===== config.mk =====
export PLATFORM = sky130hd
export DESIGN_NAME = positional_ordered_list
export DESIGN_NICKNAME = d
export VERILOG_FILES = /design/src/pol_pkg.sv /design/src/positional_ordered_list.sv
export SDC_FILE = /design/constraint.sdc
export NUM_CORES = 1
export LEC_CHECK = 0
export BUFFER_PORTS_ARGS = -buffer_cell sky130_fd_sc_hd__buf_2
export CORE_UTILIZATION = 43
export CTS_CLUSTER_SIZE = 16
export DETAILED_ROUTE_END_ITERATION = 8
export PLACE_DENSITY = 0.55
export SETUP_SLACK_MARGIN = 0.3
export SKIP_CTS_REPAIR_TIMING = 1
export SLEW_MARGIN = 15
export SYNTH_ARGS = -nofsm -noshare
export SYNTH_HDL_FRONTEND = slang
export SYNTH_SLANG_ARGS = --single-unit

===== constraint.sdc =====
create_clock -name clk_i -period 6.1 [get_ports clk_i]
set_input_delay 0.305 -clock clk_i [delete_from_list [all_inputs] [get_ports clk_i]]
set_output_delay 0.305 -clock clk_i [all_outputs]
set_load 0.01 [all_outputs]

===== src/pol_pkg.sv =====
`default_nettype none

package pol_pkg;

  typedef enum logic [2:0] {
    MODE_INS_FRONT = 3'd0,
    MODE_INS_POS   = 3'd1,
    MODE_INS_END   = 3'd2,
    MODE_DEL_FRONT = 3'd3,
    MODE_DEL_POS   = 3'd4,
    MODE_DEL_END   = 3'd5,
    MODE_READ_OUT  = 3'd6,
    MODE_NONE      = 3'd7
  } mode_e;

  typedef enum logic [1:0] {
    ST_OK     = 2'd0,
    ST_EMPTY  = 2'd1,
    ST_BOUNDS = 2'd2,
    ST_FULL   = 2'd3
  } status_e;

  typedef enum logic [2:0] {
    S_IDLE,
    S_INS,
    S_INS_WR,
    S_DEL,
    S_DEL_WR,
    S_OUT_RD,
    S_OUT_EM
  } state_e;

  localparam int unsigned DataW  = 32;
  localparam int unsigned PosW   = 8;
  localparam int unsigned CountW = 5;

endpackage

`default_nettype wire


===== src/positional_ordered_list.sv =====
// One request at a time; busy_o is high while the sequencer walks the store. An error result
// is registered from the idle decode; an insert or delete without shifting first passes
// S_INS or S_DEL. Each entry an insert or delete moves takes a read state and a write state
// in the single-port store; read-out reads each element in S_OUT_RD and shows it in S_OUT_EM.
// Reset: rst_ni (async, active low) empties the list; store contents are left as they are.
// Results are strobed by valid_o for one cycle; the receiver cannot stall.
`default_nettype none

module positional_ordered_list #(
  parameter int unsigned CAPACITY = 16
) (
  input  wire logic                              clk_i,
  input  wire logic                              rst_ni,
  input  wire logic                              start_i,
  output logic                                   busy_o,
  input  wire logic [2:0]                        mode_i,
  input  wire logic signed [pol_pkg::DataW-1:0]  value_i,
  input  wire logic [pol_pkg::PosW-1:0]          position_i,
  output logic                                   valid_o,
  output logic [1:0]                             status_o,
  output logic signed [pol_pkg::DataW-1:0]       element_o,
  output logic [pol_pkg::CountW-1:0]             count_o,
  output logic                                   last_o
);
  import pol_pkg::*;

  localparam int unsigned IdxW = (CAPACITY > 1) ? $clog2(CAPACITY) : 1;
  localparam int unsigned CntW = $clog2(CAPACITY + 1);
  localparam int unsigned CmpW = ((CntW > PosW) ? CntW : PosW) + 1;

  state_e               state_q, state_d;
  logic [CntW-1:0]      cnt_q, cnt_d;
  logic [IdxW-1:0]      ptr_q, ptr_d;
  logic [IdxW-1:0]      tgt_q, tgt_d;
  logic [DataW-1:0]     val_q, val_d;

  logic                 res_valid_q, res_valid_d;
  status_e              res_status_q, res_status_d;
  logic [DataW-1:0]     res_elem_q, res_elem_d;
  logic                 res_last_q, res_last_d;

  logic [DataW-1:0]     mem_q [CAPACITY];
  logic [DataW-1:0]     rd_q;
  logic                 rd_en, wr_en;
  logic [IdxW-1:0]      rd_addr, wr_addr;
  logic [DataW-1:0]     wr_data;

  logic                 accept;
  logic                 is_full, is_empty;
  logic                 ins_go, del_go, out_go;
  logic                 at_tgt, at_end;
  logic [CmpW-1:0]      pos_ext, cnt_ext;
  logic [CntW-1:0]      ptr_next_ext;
  logic [CntW+CountW-1:0] cnt_wide;

  assign busy_o   = (state_q != S_IDLE);
  assign accept   = start_i && !busy_o;
  assign is_full  = (cnt_q == CntW'(CAPACITY));
  assign is_empty = (cnt_q == '0);
  assign pos_ext  = CmpW'(position_i);
  assign cnt_ext  = CmpW'(cnt_q);
  assign ptr_next_ext = CntW'(ptr_q) + CntW'(1);
  assign at_tgt   = (ptr_q == tgt_q);
  assign at_end   = (ptr_next_ext == cnt_q);

  // decode of the request in idle
  always_comb begin
    ins_go = 1'b0;
    del_go = 1'b0;
    out_go = 1'b0;
    case (mode_i)
      MODE_INS_FRONT, MODE_INS_END: begin
        ins_go = accept && !is_full;
      end
      MODE_INS_POS: begin
        ins_go = accept && !is_full && (is_empty || (pos_ext <= cnt_ext));
      end
      MODE_DEL_FRONT, MODE_DEL_END: begin
        del_go = accept && !is_empty;
      end
      MODE_DEL_POS: begin
        del_go = accept && !is_empty && (pos_ext < cnt_ext);
      end
      MODE_READ_OUT: begin
        out_go = accept && !is_empty;
      end
      default: begin
      end
    endcase
  end

  // next state
  always_comb begin
    state_d = state_q;
    case (state_q)
      S_IDLE: begin
        if (ins_go) begin
          state_d = S_INS;
        end else if (del_go) begin
          state_d = S_DEL;
        end else if (out_go) begin
          state_d = S_OUT_RD;
        end
      end
      S_INS:    state_d = at_tgt ? S_IDLE : S_INS_WR;
      S_INS_WR: state_d = S_INS;
      S_DEL:    state_d = at_end ? S_IDLE : S_DEL_WR;
      S_DEL_WR: state_d = S_DEL;
      S_OUT_RD: state_d = S_OUT_EM;
      S_OUT_EM: state_d = at_end ? S_IDLE : S_OUT_RD;
      default:  state_d = S_IDLE;
    endcase
  end

  // datapath control
  always_comb begin
    cnt_d        = cnt_q;
    ptr_d        = ptr_q;
    tgt_d        = tgt_q;
    val_d        = val_q;
    res_valid_d  = 1'b0;
    res_status_d = ST_OK;
    res_elem_d   = '0;
    res_last_d   = 1'b1;
    rd_en        = 1'b0;
    rd_addr      = ptr_q;
    wr_en        = 1'b0;
    wr_addr      = ptr_q;
    wr_data      = rd_q;
    case (state_q)
      S_IDLE: begin
        if (accept) begin
          val_d = value_i;
          case (mode_i)
            MODE_INS_FRONT, MODE_INS_POS, MODE_INS_END: begin
              ptr_d = IdxW'(cnt_q);
              if (mode_i == MODE_INS_END) begin
                tgt_d = IdxW'(cnt_q);
              end else if (mode_i == MODE_INS_POS && !is_empty) begin
                tgt_d = IdxW'(position_i);
              end else begin
                tgt_d = '0;
              end
              if (is_full) begin
                res_valid_d  = 1'b1;
                res_status_d = ST_FULL;
              end else if (!ins_go) begin
                res_valid_d  = 1'b1;
                res_status_d = ST_BOUNDS;
              end
            end
            MODE_DEL_FRONT, MODE_DEL_POS, MODE_DEL_END: begin
              if (mode_i == MODE_DEL_END) begin
                ptr_d = IdxW'(cnt_q - CntW'(1));
              end else if (mode_i == MODE_DEL_POS) begin
                ptr_d = IdxW'(position_i);
              end else begin
                ptr_d = '0;
              end
              if (is_empty) begin
                res_valid_d  = 1'b1;
                res_status_d = ST_EMPTY;
              end else if (!del_go) begin
                res_valid_d  = 1'b1;
                res_status_d = ST_BOUNDS;
              end
            end
            MODE_READ_OUT: begin
              ptr_d = '0;
              if (is_empty) begin
                res_valid_d  = 1'b1;
                res_status_d = ST_EMPTY;
              end
            end
            default: begin
            end
          endcase
        end
      end
      S_INS: begin
        if (at_tgt) begin
          wr_en       = 1'b1;
          wr_data     = val_q;
          cnt_d       = cnt_q + CntW'(1);
          res_valid_d = 1'b1;
        end else begin
          rd_en   = 1'b1;
          rd_addr = ptr_q - IdxW'(1);
        end
      end
      S_INS_WR: begin
        // shift one entry towards the back
        wr_en = 1'b1;
        ptr_d = ptr_q - IdxW'(1);
      end
      S_DEL: begin
        if (at_end) begin
          cnt_d       = cnt_q - CntW'(1);
          res_valid_d = 1'b1;
        end else begin
          rd_en   = 1'b1;
          rd_addr = ptr_q + IdxW'(1);
        end
      end
      S_DEL_WR: begin
        // close the gap by one place
        wr_en = 1'b1;
        ptr_d = ptr_q + IdxW'(1);
      end
      S_OUT_RD: begin
        rd_en = 1'b1;
      end
      S_OUT_EM: begin
        res_valid_d = 1'b1;
        res_elem_d  = rd_q;
        res_last_d  = at_end;
        ptr_d       = ptr_q + IdxW'(1);
      end
      default: begin
      end
    endcase
  end

  always_ff @(posedge clk_i or negedge rst_ni) begin
    if (!rst_ni) begin
      state_q     <= S_IDLE;
      cnt_q       <= '0;
      res_valid_q <= 1'b0;
    end else begin
      state_q     <= state_d;
      cnt_q       <= cnt_d;
      res_valid_q <= res_valid_d;
    end
  end

  always_ff @(posedge clk_i) begin
    ptr_q        <= ptr_d;
    tgt_q        <= tgt_d;
    val_q        <= val_d;
    res_status_q <= res_status_d;
    res_elem_q   <= res_elem_d;
    res_last_q   <= res_last_d;
  end

  // single-port list store, registered read
  always_ff @(posedge clk_i) begin
    if (wr_en) begin
      mem_q[wr_addr] <= wr_data;
    end
    if (rd_en) begin
      rd_q <= mem_q[rd_addr];
    end
  end

  assign cnt_wide  = {{CountW{1'b0}}, cnt_q};
  assign valid_o   = res_valid_q;
  assign status_o  = res_status_q;
  assign element_o = res_elem_q;
  assign count_o   = cnt_wide[CountW-1:0];
  assign last_o    = res_last_q;

  a_count_bound : assert property (@(posedge clk_i) disable iff (!rst_ni)
    cnt_q <= CntW'(CAPACITY))
    else $error("element count above capacity");

  a_ins_room : assert property (@(posedge clk_i) disable iff (!rst_ni)
    (state_q == S_INS || state_q == S_INS_WR) |-> !is_full)
    else $error("insert in progress on a full list");

  a_del_nonempty : assert property (@(posedge clk_i) disable iff (!rst_ni)
    (state_q == S_DEL || state_q == S_DEL_WR) |-> !is_empty)
    else $error("delete in progress on an empty list");

  a_err_last : assert property (@(posedge clk_i) disable iff (!rst_ni)
    (valid_o && status_o != ST_OK) |-> last_o)
    else $error("error result not marked last");

  a_stream_busy : assert property (@(posedge clk_i) disable iff (!rst_ni)
    (valid_o && !last_o) |-> (busy_o && !$past(valid_o)))
    else $error("read-out transfer outside sequencer walk");

endmodule

`default_nettype wire

# Word-level counts from Yosys, hierarchy flattened
# Memory sizes are Yosys's and may differ from the RTL's. A register that Yosys moved wholly into a read port is not among the register bits.
# Cells that the tools add are included.
[totals]
register_bits = 84
mem_bits_rw = 512
input_bits = 46
output_inout_bits = 42
word_cells = 110
memories = 1
[classes]
addsub = 5
magnitude_cmp = 2
eq_ne = 20
mux = 47
reduce_logical = 26
[mem_list]
columns = ["memory", "words", "word_bits", "rd", "rd_clocked_by_memory_dff", "write_ports", "line_no", "text"]
rows = [
  ["mem_q", 16, 32, 1, 1, 1, "positional_ordered_list.sv:42", "logic [DataW-1:0] mem_q [CAPACITY];"],
]
[ops]
columns = ["operator", "n"]
rows = [
  ["$mux 32", 2],
  ["$mux 4", 7],
  ["$pmux 4 s3", 2],
  ["$pmux 3 s7", 1],
  ["$eq 3x3->1 const B", 6],
  ["$mux 3", 5],
  ["$mux 1", 14],
  ["$eq 3x2->1 const B", 4],
  ["$mux 2", 5],
  ["$mux 5", 2],
  ["$pmux 5 s2", 1],
  ["$reduce_and 3->1", 3],
  ["$le 8x5->1", 1],
  ["$lt 8x5->1", 1],
  ["$pmux 4 s2", 1],
  ["$reduce_or 2->1", 4],
  ["$eq 3x1->1 const B", 2],
  ["$logic_and 1x1->1", 6],
  ["$logic_not 3->1", 2],
  ["$ne 2x2->1 const B", 3],
  ["$pmux 1 s2", 3],
  ["$pmux 1 s3", 2],
  ["$pmux 2 s3", 1],
  ["$reduce_bool 3->1", 2],
  ["other kinds (17)", 20],
]

# Depth between registers and ports, before layout
# Gate-level depths: netlist of the first run.
[depth]
depth_word = 11
depth_mapped = 12
mapped_depth_nobuf = 10

# Worst setup path before layout of the first run
# Ideal clock, no wire load.
[synth_timing]
kind = "register to register"
from = "reg ptr_q[0]"
to = "mem mem_q[1][0], enable pin"
setup_ns = 0.461
t_arrival_ns = 3.889
required_time_ns = 5.639
path_slack_ns = 1.750
path_stages_with_launch = 9
n_path_buf = 1
synth_period_minus_slack_ns = 4.350
path_cell_list = "edfxtp_1 > buf_2 > xnor2_1 > nand4_1 > nor2_1 > a21boi_0 > o22ai_1 > nand2_1 > nor3_1"
[synth_between]
elab_chain_len = 5
[synth_lines]
columns = ["element", "line_no", "text"]
rows = [
  ["start, declared", "positional_ordered_list.sv:33", "logic [IdxW-1:0] ptr_q, ptr_d;"],
  ["start signal, assigned", "positional_ordered_list.sv:237", "ptr_q <= ptr_d;"],
  ["$eq 4x4->1", "positional_ordered_list.sv:63", "assign at_tgt = (ptr_q == tgt_q);"],
  ["$mux 1", "positional_ordered_list.sv:181", "if (at_tgt) begin"],
  ["$pmux 1 s2", "positional_ordered_list.sv:130", "case (state_q)"],
  ["$mux 1", "positional_ordered_list.sv:247", "if (wr_en) begin"],
  ["$mux 1 (implied by the code)", "positional_ordered_list.sv:248", "mem_q[wr_addr] <= wr_data;"],
  ["end, declared", "positional_ordered_list.sv:42", ""],
]
# Parallel ways exist; a longest one is shown, timed or not.

# Worst setup path in the final report of the first run
[layout_timing]
from = "reg ptr_q[2]"
to = "reg rd_q[17] (read register of mem_q), data pin"
[layout_between]
elab_chain_len = 4
elab_cells_between_ends = 11
classes_between = "add/sub: 3; eq/ne: 2; mux: 6"
[layout_lines]
columns = ["element", "line_no", "text"]
rows = [
  ["$add 4x1->5", "positional_ordered_list.sv:62", "assign ptr_next_ext = CntW'(ptr_q) + CntW'(1);"],
  ["$eq 5x5->1", "positional_ordered_list.sv:64", "assign at_end = (ptr_next_ext == cnt_q);"],
  ["$mux 1 or $mux 4 (tied branches)", "positional_ordered_list.sv:197", "if (at_end) begin"],
  ["$pmux 1 s3 or $pmux 4 s2 (tied branches)", "positional_ordered_list.sv:130", ""],
  ["end, declared", "positional_ordered_list.sv:43", "logic [DataW-1:0] rd_q;"],
]
# Parallel ways exist; a longest one is shown, timed or not.
# A chain may end at the register's enable or synchronous reset.

==> flow_summary_export.csv, run 1 <==
group,metric,value,unit
critical_path,critPathArrivalTime,4.77,ns
critical_path,crit_chain,"nand2_1, nor3_1, o2111ai_1, and3_1, a211oi_4, buf_12, mux4_2, a22oi_1, nand2_1",
sta,final_max_slew_viol_count,0,
drt,drt-vias-per-instance,5.60,
power_and_ir_drop,swShare,32.4,%
clock_tree,h-tree-depth,3,
logic_synthesis,synth.yosys.seq_area_share,76.2,%
power_and_ir_drop,power_density,561,nW/um2
sta,timing.final.crit_share,72.8,%
die,die_area,57300,um2
clock_tree,cts_tree,"done",
logic_synthesis,ys_async_sr_fraction,1.43,%
clock_tree,clock-sinks,628,
power_and_ir_drop,p_sw,5.13,mW
grt,gr-total-overflow,0,
cells_and_area,drive_gt1_share,28.8,%
power_and_ir_drop,power_frac_seq,39.7,%
critical_path,path_delay_family,"simple AND/OR/NAND/NOR gates",
die,num_io_pins,88,
power_and_ir_drop,p_leak,9.42,nW
job,drv_cap,0,
critical_path,worst_setup_path_start_kind,"register",
drt,ant_nets,0,
logic_synthesis,synth.top_cell.area_share,72.4,%
clock_tree,clock_latency,0.60,ns
drt,wl_per_cell,25.7,um
critical_path,rr_worst_depth,9,
power_and_ir_drop,p_int,10.7,mW
critical_path,cp_slowest_cell,"edfxtp_1",
clock_tree,cts_buffer_depth,3,
sta,hold_ws,0.0694,ns
die,die_w,239,um
critical_path,timing_worst_setup_path_type,"register to register",
cells_and_area,layout_commonest_cell,"edfxtp_1",
clock_tree,path_clk_slew,0.05,ns
grt,grt_pass1_wl,82.0,mm
cells_and_area,area_delta_synth_final,16.6,%
placed_design,dp_hpwl,29.5,mm
logic_synthesis,synth.avg_cell_area,20.2,um2
cells_and_area,num_antenna_cells,0,
logic_synthesis,syn_nets,1259,
placed_design,numPortBuffers,87,
clock_tree,cts.root.buffer_cell,"clkbuf_16",
drt,drc,0,
min_path,hp-start,"start_i",
sta,setup_viol,0,
cells_and_area,design_area,28200,um2
logic_synthesis,synth-edff-count,584,
critical_path,startpoint,"ptr_q[2]$_DFFE_PP_",
placed_design,routabilityCongestion,0.795,
sta,hold_viol_final,0,
logic_synthesis,yosys_warnings,0,
die,dieHeight,239,um
drt,via_count,12100,
logic_synthesis,netlist_top_cells_area,"edfxtp_1 (72%), mux4_2 (12%), dfxtp_1 (2.9%)",
critical_path,cpPeakStageDelay,0.89,ns
outcome,status,"complete, no violations",
power_and_ir_drop,p_comb_share,35.1,%
critical_path,crit_top_cell,"nand2_1",
critical_path,crit_path_max_fanout,128,
logic_synthesis,synth_ff_type,"edfxtp_1",
cells_and_area,fin_nets,1418,
grt,grt_max_degree,129,
logic_synthesis,ys_types,57,
sta,slew_headroom,30.9,%
critical_path,cp_num_cells,9,
sta,worstMarginPinSlew,1.04,ns
placed_design,placed_cell_area,25700,um2
critical_path,reg2reg_from,"ptr_q[2]$_DFFE_PP_",
sta,rsz0062_at_grt,"false",
grt,grt_antenna_before_repair,0,
die,start_util,43.7,%
sta,finClkSkew,0.0226,ns
logic_synthesis,synth_top_cell_by_area,"edfxtp_1",
drt,firstDrtPassIters,4,
grt,grt_pass1_vias,12400,
sta,fin_ws,1.66,ns
sta,min_period,4.44,ns
cells_and_area,most-common-layout-cells,"edfxtp_1 (584), mux4_2 (128), buf_2 (87)",
die,row_count,86,
power_and_ir_drop,irDropWorstVdd,0.000668,V
power_and_ir_drop,power.share.clock,25.2,%
sta,finalSetupTns,0,ns
logic_synthesis,netlist_instances,1200,
min_path,min_path_type,"input port to register",
drt,first_iter_violations,1132,
placed_design,dp_slack,1.69,ns
sta,fmax,225,MHz
critical_path,crit_path_end_kind,"register",
logic_synthesis,netlist_area,24200,um2
drt,wl,55.5,mm
clock_tree,cts_buffers,68,
logic_synthesis,synth-seq-cells,628,
critical_path,crit_required,6.43,ns
critical_path,worst-path-buf-inv,1,
min_path,whs_path_depth,3,
die,core,55400,um2
grt,grtUsageTotal,20.1,%
-- metrics by stage --
step | std cells | utilization (%) | power, mW
detailed placement | 2004 | 46.4 | 12.0
finish | 2162 | 51.0 | 15.8
global placement | 2004 | 46.4 | 11.9
global route | 2162 | 51.0 | 16.7
floorplan | 1200 | - | 10.4
CTS | 2129 | 50.4 | 16.0
-- synthesized netlist by cell type, types with 3 or more instances --
| cell type | instances |
|---|---|
| a211oi_1 | 4 |
| a21oi_1 | 11 |
| a22oi_1 | 68 |
| and3_1 | 37 |
| buf_1 | 3 |
| buf_2 | 19 |
| buf_4 | 8 |
| buf_6 | 6 |
| clkbuf_1 | 30 |
| dfrtp_1 | 9 |
| dfxtp_1 | 35 |
| edfxtp_1 | 584 |
| ha_1 | 13 |
| inv_1 | 15 |
| mux2_2 | 32 |
| mux2i_1 | 3 |
| mux4_2 | 128 |
| nand2_1 | 57 |
| nand2b_1 | 5 |
| nand3_1 | 5 |
| nand4_1 | 3 |
| nor2_1 | 40 |
| nor3_1 | 7 |
| nor4_1 | 6 |
| o21a_1 | 3 |
| o21ai_0 | 8 |
| o221ai_1 | 3 |
| o22a_1 | 4 |
| xnor2_1 | 16 |
| xor2_1 | 4 |
-- registers in the layout (all words and copies together), names as in the netlist --
name       count
valid_o        1
mem_q        512
element_o     32
tgt_q          4
val_q         32
rd_q          32
last_o         1
status_o       2
count_o        5
ptr_q          4
state_q        3
-- metal layers --
metal | up-vias | routed length [um] | GRT usage, %
met5 | - | 0 | 0
met4 | 0 | 1270 | 5.94
met3 | 89 | 3050 | 3.55
met2 | 359 | 27000 | 32.4
met1 | 6390 | 24200 | 28.0
li1 | 5264 | - | -
-- worst reg2reg max path: cells and delay by family (launching register included) --
kind | cells | cell delay, ns
AOI/OAI and AO/OA | 3 | 0.84
buffers and inverters | 1 | 0.64
DFF | 1 | 0.89
muxes | 1 | 0.53
and+or+nand+nor | 4 | 1.30
-- final cells by class --
type	instances	area, um2
clock buffers	94	1890
clock inverters	31	285
fillers	4458	27200
inverters	16	60.1
multi-input cells	490	5540
flip-flops and latches	628	18500
well taps	748	936
repair buffers	155	1070
-- kinds of logic after synthesis --
family          synth area share (%)
flops                           76.2
simple gates                    3.25
mux                             13.5
compound gates                  3.93
buf+inv                         1.68
xor+xnor                       0.790
fa+ha+maj                      0.671
-- power by group through the flow --
stage,Sequential (mW),Combinational (mW),Clock (mW)
floorplan,6.19,4.24,0
global placement,6.36,5.58,0
detailed placement,6.38,5.65,0
CTS,6.29,5.65,4.09
global route,6.34,6.06,4.25
finish,6.29,5.55,4.00
-- worst paths after layout --
kind | slack (ns) | end
worst max-delay path | 1.66 | rd_q[17]$_DFFE_PP_
worst min-delay path | 0.07 | status_o[1]$_SDFF_PN0_
worst max register to register | 1.66 | rd_q[17]$_DFFE_PP_
worst min register to register | 0.50 | element_o[1]$_SDFF_PP0_
max in group asynchronous | 5.78 | state_q[1]$_DFFE_PN0P_
min in group asynchronous | 0.11 | count_o[3]$_DFFE_PN0P_
No activity file was read; power rests on OpenSTA's default activity.
==> run 2, diff against run 1 <==
PLACE_DENSITY = 0.57   (was 0.55)
clock period = 3.6 ns   (was 6.1 ns; I/O delays follow)
==> run 2 against run 1 <==
  * Global-route usage grew 0.20 points
  * Wire length grew 7.5%
  * Power grew 89%
  * Combinational power grew 130%
  * Sequential share of layout area shrank 3.3 points
  * Critical path depth grew 4
  * Largest power group is now combinational cells
==> flow_summary_export.csv, run 2 (synthesis gave the netlist of run 1 again) <==
group,metric,value,unit
power_and_ir_drop,p_leak,10.0,nW
cells_and_area,fin_nets,1505,
grt,grt_max_degree,51,
power_and_ir_drop,power_density,1010,nW/um2
drt,via_count,12600,
critical_path,crit_path_end_kind,"register",
critical_path,timing_worst_setup_path_type,"register to register",
clock_tree,h-tree-depth,3,
die,row_count,86,
critical_path,worst_setup_path_start_kind,"register",
cells_and_area,fillCellCount,4276,
drt,wl,59.7,mm
sta,final_max_slew_viol_count,0,
sta,rsz0062_at_grt,"true",
sta,min_period,3.44,ns
clock_tree,clock_latency,0.60,ns
cells_and_area,top_register,"mem_q",
outcome,status,"complete, no violations",
sta,slew_headroom,50.7,%
critical_path,crit_required,3.94,ns
placed_design,dp.cells,2050,
min_path,min_path_type,"input port to register",
placed_design,dp_hpwl,30.3,mm
cells_and_area,largest_reg_flops,512,
grt,gr-total-overflow,0,
clock_tree,cts_buffers,67,
job,drv_cap,0,
grt,grt_antenna_before_repair,0,
die,die_w,239,um
cells_and_area,finalNonFillerCells,2249,
sta,timing.final.crit_share,95.5,%
sta,hold_viol_final,0,
critical_path,critPathArrivalTime,3.78,ns
drt,firstDrtPassIters,5,
clock_tree,path_clk_slew,0.06,ns
grt,grtUsageTotal,20.3,%
grt,grt_pass1_vias,12700,
drt,first_iter_violations,1176,
grt,grt_pass1_wl,83.1,mm
clock_tree,cts_tree,"done",
cells_and_area,multi_input_area,5870,um2
drt,ant_nets,0,
cells_and_area,ff_latch_area,18500,um2
placed_design,routabilityCongestion,0.826,
die,dieHeight,239,um
clock_tree,cts_buffer_depth,3,
sta,setup_viol,0,
drt,drt-vias-per-instance,5.62,
sta,finClkSkew,0.0328,ns
sta,worstMarginPinSlew,0.734,ns
drt,drc,0,
critical_path,cp_slowest_cell,"mux4_2",
clock_tree,clock-sinks,628,
power_and_ir_drop,finalPower,29.9,mW
drt,wl_per_cell,26.5,um
critical_path,crit_path_max_fanout,8,
clock_tree,cts.root.buffer_cell,"clkbuf_16",
die,die_area,57300,um2
critical_path,crit_chain,"ha_4, o21ba_1, a221oi_2, o2111a_1, buf_6, a2111oi_4, xnor2_2, buf_12, buf_8, clkbuf_16, mux4_2, a22oi_2, nand2_1",
die,core,55400,um2
cells_and_area,drive_gt1_share,35.2,%
power_and_ir_drop,irDropWorstVdd,0.000648,V
placed_design,numPortBuffers,87,
sta,fmax,291,MHz
die,start_util,43.7,%
cells_and_area,layout_commonest_cell,"edfxtp_1",
cells_and_area,area_delta_synth_final,22.7,%
die,num_io_pins,88,
cells_and_area,most-common-layout-cells,"edfxtp_1 (584), mux4_2 (128), buf_2 (87)",
critical_path,cpPeakStageDelay,0.52,ns
## run 2: cell count changes in the layout (fill, tap and decap cells not counted), sizes merged
cell,change
buf,+72
clkbuf,+9
dlygate4sd3,+4
nor2,+4
clkinv,+3
clkinvlp,-3
bufinv,-2
diode,+2
inv,-2
## run 2: through the flow
| step | setup slack [ns] | cell area (um2) | hold WS [ns] | setup TNS, ns | utilization, % |
|---|---|---|---|---|---|
| 2_1_floorplan | 0.118 | 24300 | -0.116 | 0 | - |
| 3_5_place_dp | -0.0278 | 26400 | 0.0554 | -0.0403 | 47.7 |
| 4_1_cts | -0.0275 | 28500 | -0.581 | -0.0422 | 51.4 |
| 3_3_place_gp | 0.00656 | 26400 | 0.0481 | 0 | 47.7 |
| 6_report | 0.161 | 29700 | 0.00925 | 0 | 53.7 |
| 5_1_grt | 0.0344 | 29700 | 0.0121 | 0 | 53.7 |
## run 2: worst paths after layout
kind	start	end	slack (ns)	cells after the start
worst max-delay path	ptr_q[0]$_DFFE_PP_	rd_q[16]$_DFFE_PP_	0.16	13
worst min-delay path	position_i[2]	tgt_q[2]$_DFFE_PP_	0.009	3
worst max register to register	ptr_q[0]$_DFFE_PP_	rd_q[16]$_DFFE_PP_	0.16	13
worst min register to register	rd_q[0]$_DFFE_PP_	element_o[0]$_SDFF_PP0_	0.50	1
max in group asynchronous	rst_ni	state_q[1]$_DFFE_PN0P_	2.62	3
min in group asynchronous	rst_ni	count_o[2]$_DFFE_PN0P_	0.62	3
## run 2: final cells by class
type / count / area share, %
Multi-Input combinational cell: 494 / 19.7
Clock inverter: 27 / 0.740
Sequential cell: 628 / 62.1
Tap cell: 748 / 3.15
Antenna cell: 2 / 0.0168
Clock buffer: 95 / 6.20
Timing Repair Buffer: 239 / 7.88
Inverter: 16 / 0.202
## run 2: per-layer routing
metal	share of wire [%]	routed length (um)	global-route usage, %	vias up
li1	-	-	-	5456
met1	43	25600	28.0	6725
met2	50	29800	33.3	389
met3	5.5	3300	3.76	79
met4	1.7	1010	4.90	0
met5	0	0	0	-
## run 2: where the power goes
part	internal, mW	switching, mW	total, mW
Sequential	10.1	0.322	10.5
Clock	3.73	2.74	6.48
Combinational	6.12	6.86	13.0
Total	20.0	9.93	29.9
## run 2: critical path: cells and delay by family (launching register included)
| family | cells | cell delay, ns |
|---|---|---|
| flops | 1 | 0.47 |
| compound gates | 5 | 1.00 |
| simple gates | 1 | 0.07 |
| xor+xnor | 1 | 0.23 |
| mux | 1 | 0.52 |
| buf+inv | 4 | 0.63 |
| fa+ha+maj | 1 | 0.24 |
==> run 3, diff against run 2 <==
CORE_ASPECT_RATIO = 1.2   (was default)
PLACE_DENSITY = 0.55   (was 0.57)
clock period = 4.3 ns   (was 3.6 ns; I/O delays follow)
==> run 3 against run 2 <==
  * Maximum frequency is 8.8% lower
  * Utilization fell by 1.9 points
  * Register-to-register slack improved by 0.37 ns
  * Power decreased by 23%
  * First-iteration DRC count down 5.4%
  * Die area is essentially flat
  * Wire length shrank 3.4%
  * Non-clock buffer count fell by 65
  * Via count shrank 3.6%
  * Combinational power decreased by 34%
  * Clock power decreased by 16%
  * Critical path depth down 2
  * Critical path type unchanged
  * Largest power group is now sequential cells
==> flow_summary_export.csv, run 3 (synthesis gave the netlist of run 1 again) <==
group,metric,value,unit
power_and_ir_drop,irDropWorstVdd,0.000883,V
cells_and_area,largest_reg_flops,512,
critical_path,crit_path_end_kind,"register",
placed_design,dp_hpwl,30.2,mm
die,num_io_pins,88,
drt,wl_per_cell,26.9,um
placed_design,numPortBuffers,87,
sta,finClkSkew,0.0250,ns
die,core,55300,um2
drt,drt-vias-per-instance,5.70,
die,die_area,57300,um2
die,dieHeight,262,um
job,drv_cap,0,
cells_and_area,top_register,"mem_q",
clock_tree,cts_buffers,59,
die,row_count,94,
clock_tree,cts.root.buffer_cell,"clkbuf_16",
sta,finalSetupTns,0,ns
placed_design,dp_slack,0.479,ns
placed_design,routabilityCongestion,0.817,
power_and_ir_drop,finalPower,22.9,mW
sta,fin_ws,0.529,ns
grt,grt_max_degree,46,
grt,grtUsageTotal,20.4,%
clock_tree,cts_buffer_depth,3,
critical_path,crit_required,4.64,ns
die,start_util,43.8,%
drt,first_iter_violations,1113,
sta,min_period,3.77,ns
critical_path,crit_path_max_fanout,23,
drt,firstDrtPassIters,5,
grt,grt_pass1_wl,83.3,mm
sta,hold_ws,0.000291,ns
grt,grtUsageMet2,35.4,%
grt,gr-total-overflow,0,
critical_path,timing_worst_setup_path_type,"register to register",
drt,via_count,12200,
clock_tree,path_clk_slew,0.06,ns
sta,final_max_slew_viol_count,0,
sta,setup_viol,0,
power_and_ir_drop,p_leak,9.56,nW
cells_and_area,drive_gt1_share,30.1,%
sta,fmax,265,MHz
clock_tree,h-tree-depth,2,
drt,drc,0,
sta,timing.final.crit_share,87.7,%
critical_path,worst_setup_path_start_kind,"register",
grt,grt_util_met3,3.36,%
sta,worstMarginPinSlew,0.837,ns
sta,hold_viol_final,0,
min_path,min_path_type,"input port to async pin",
sta,slew_headroom,44.0,%
power_and_ir_drop,power_density,801,nW/um2
grt,grt_antenna_before_repair,4,
grt,use_met1,26.9,%
cells_and_area,fillCellCount,4457,
cells_and_area,area_delta_synth_final,18.0,%
placed_design,placed_cell_area,26100,um2
drt,wl,57.6,mm
cells_and_area,most-common-layout-cells,"edfxtp_1 (584), mux4_2 (128), buf_2 (87)",
cells_and_area,layout_commonest_cell,"edfxtp_1",
die,die_w,219,um
outcome,status,"complete, no violations",
grt,grt_pass1_vias,12300,
grt,top_usage_layer,"met2",
cells_and_area,num_antenna_cells,0,
sta,rsz0062_at_grt,"false",
clock_tree,clock-sinks,628,
drt,ant_nets,0,
cells_and_area,design_area,28600,um2
cells_and_area,fin_nets,1428,
critical_path,critPathArrivalTime,4.12,ns
clock_tree,cts_tree,"done",
clock_tree,clock_latency,0.63,ns
-- run 3: routing by layer --
metal | wire length, um | part of all wire [%] | vias to the layer above
met1 | 23700 | 41 | 6472
met3 | 3170 | 5.5 | 80
met5 | 23 | 0.040 | -
li1 | - | - | 5273
met2 | 29700 | 52 | 361
met4 | 1060 | 1.8 | 4
-- run 3: area by class of cell --
| cell class | count | area [um2] | area share (%) |
|---|---|---|---|
| Clock inverter | 29 | 367 | 1.28 |
| Clock buffer | 83 | 1710 | 5.97 |
| Multi-Input combinational cell | 490 | 5570 | 19.5 |
| Timing Repair Buffer | 174 | 1520 | 5.33 |
| Inverter | 16 | 60.1 | 0.210 |
| Tap cell | 720 | 901 | 3.15 |
| Sequential cell | 628 | 18500 | 64.6 |
-- run 3: path summary, 6_finish.rpt --
path	end	slack, ns	startpoint	cells past startpoint
setup / recovery	rd_q[26]$_DFFE_PP_	0.53	ptr_q[1]$_DFFE_PP_	11
hold / removal	count_o[0]$_DFFE_PN0P_	0.0003	rst_ni	2
setup reg to reg	rd_q[26]$_DFFE_PP_	0.53	ptr_q[1]$_DFFE_PP_	11
hold reg to reg	element_o[2]$_SDFF_PP0_	0.50	rd_q[2]$_DFFE_PP_	1
max in group asynchronous	state_q[1]$_DFFE_PN0P_	4.08	rst_ni	2
min in group clk_i	tgt_q[0]$_DFFE_PP_	0.03	mode_i[2]	2
-- run 3: stage by stage --
| stage | cells | util, % |
|---|---|---|
| 2_1_floorplan | 1200 | - |
| 3_3_place_gp | 1989 | 47.3 |
| 3_5_place_dp | 1989 | 47.3 |
| 4_1_cts | 2101 | 51.0 |
| 5_1_grt | 2140 | 51.7 |
| 6_report | 2140 | 51.7 |
-- run 3: critical path: stages, from the launching register on --
cell and delay [ns]:
edfxtp_1 0.54, ha_1 0.37, xnor2_2 0.15, a221oi_1 0.12
o2111a_1 0.35, a2111oi_4 0.41, xnor2_2 0.15, buf_4 0.26
buf_12 0.26, mux4_2 0.52, a22oi_1 0.26, nand2_1 0.11
-- run 3: where the power goes --
group          total (mW)  switching, mW  internal, mW
logic                8.58           4.81          3.77
clock network        5.47           2.27          3.20
registers            8.86          0.377          8.48
total                22.9           7.46          15.4
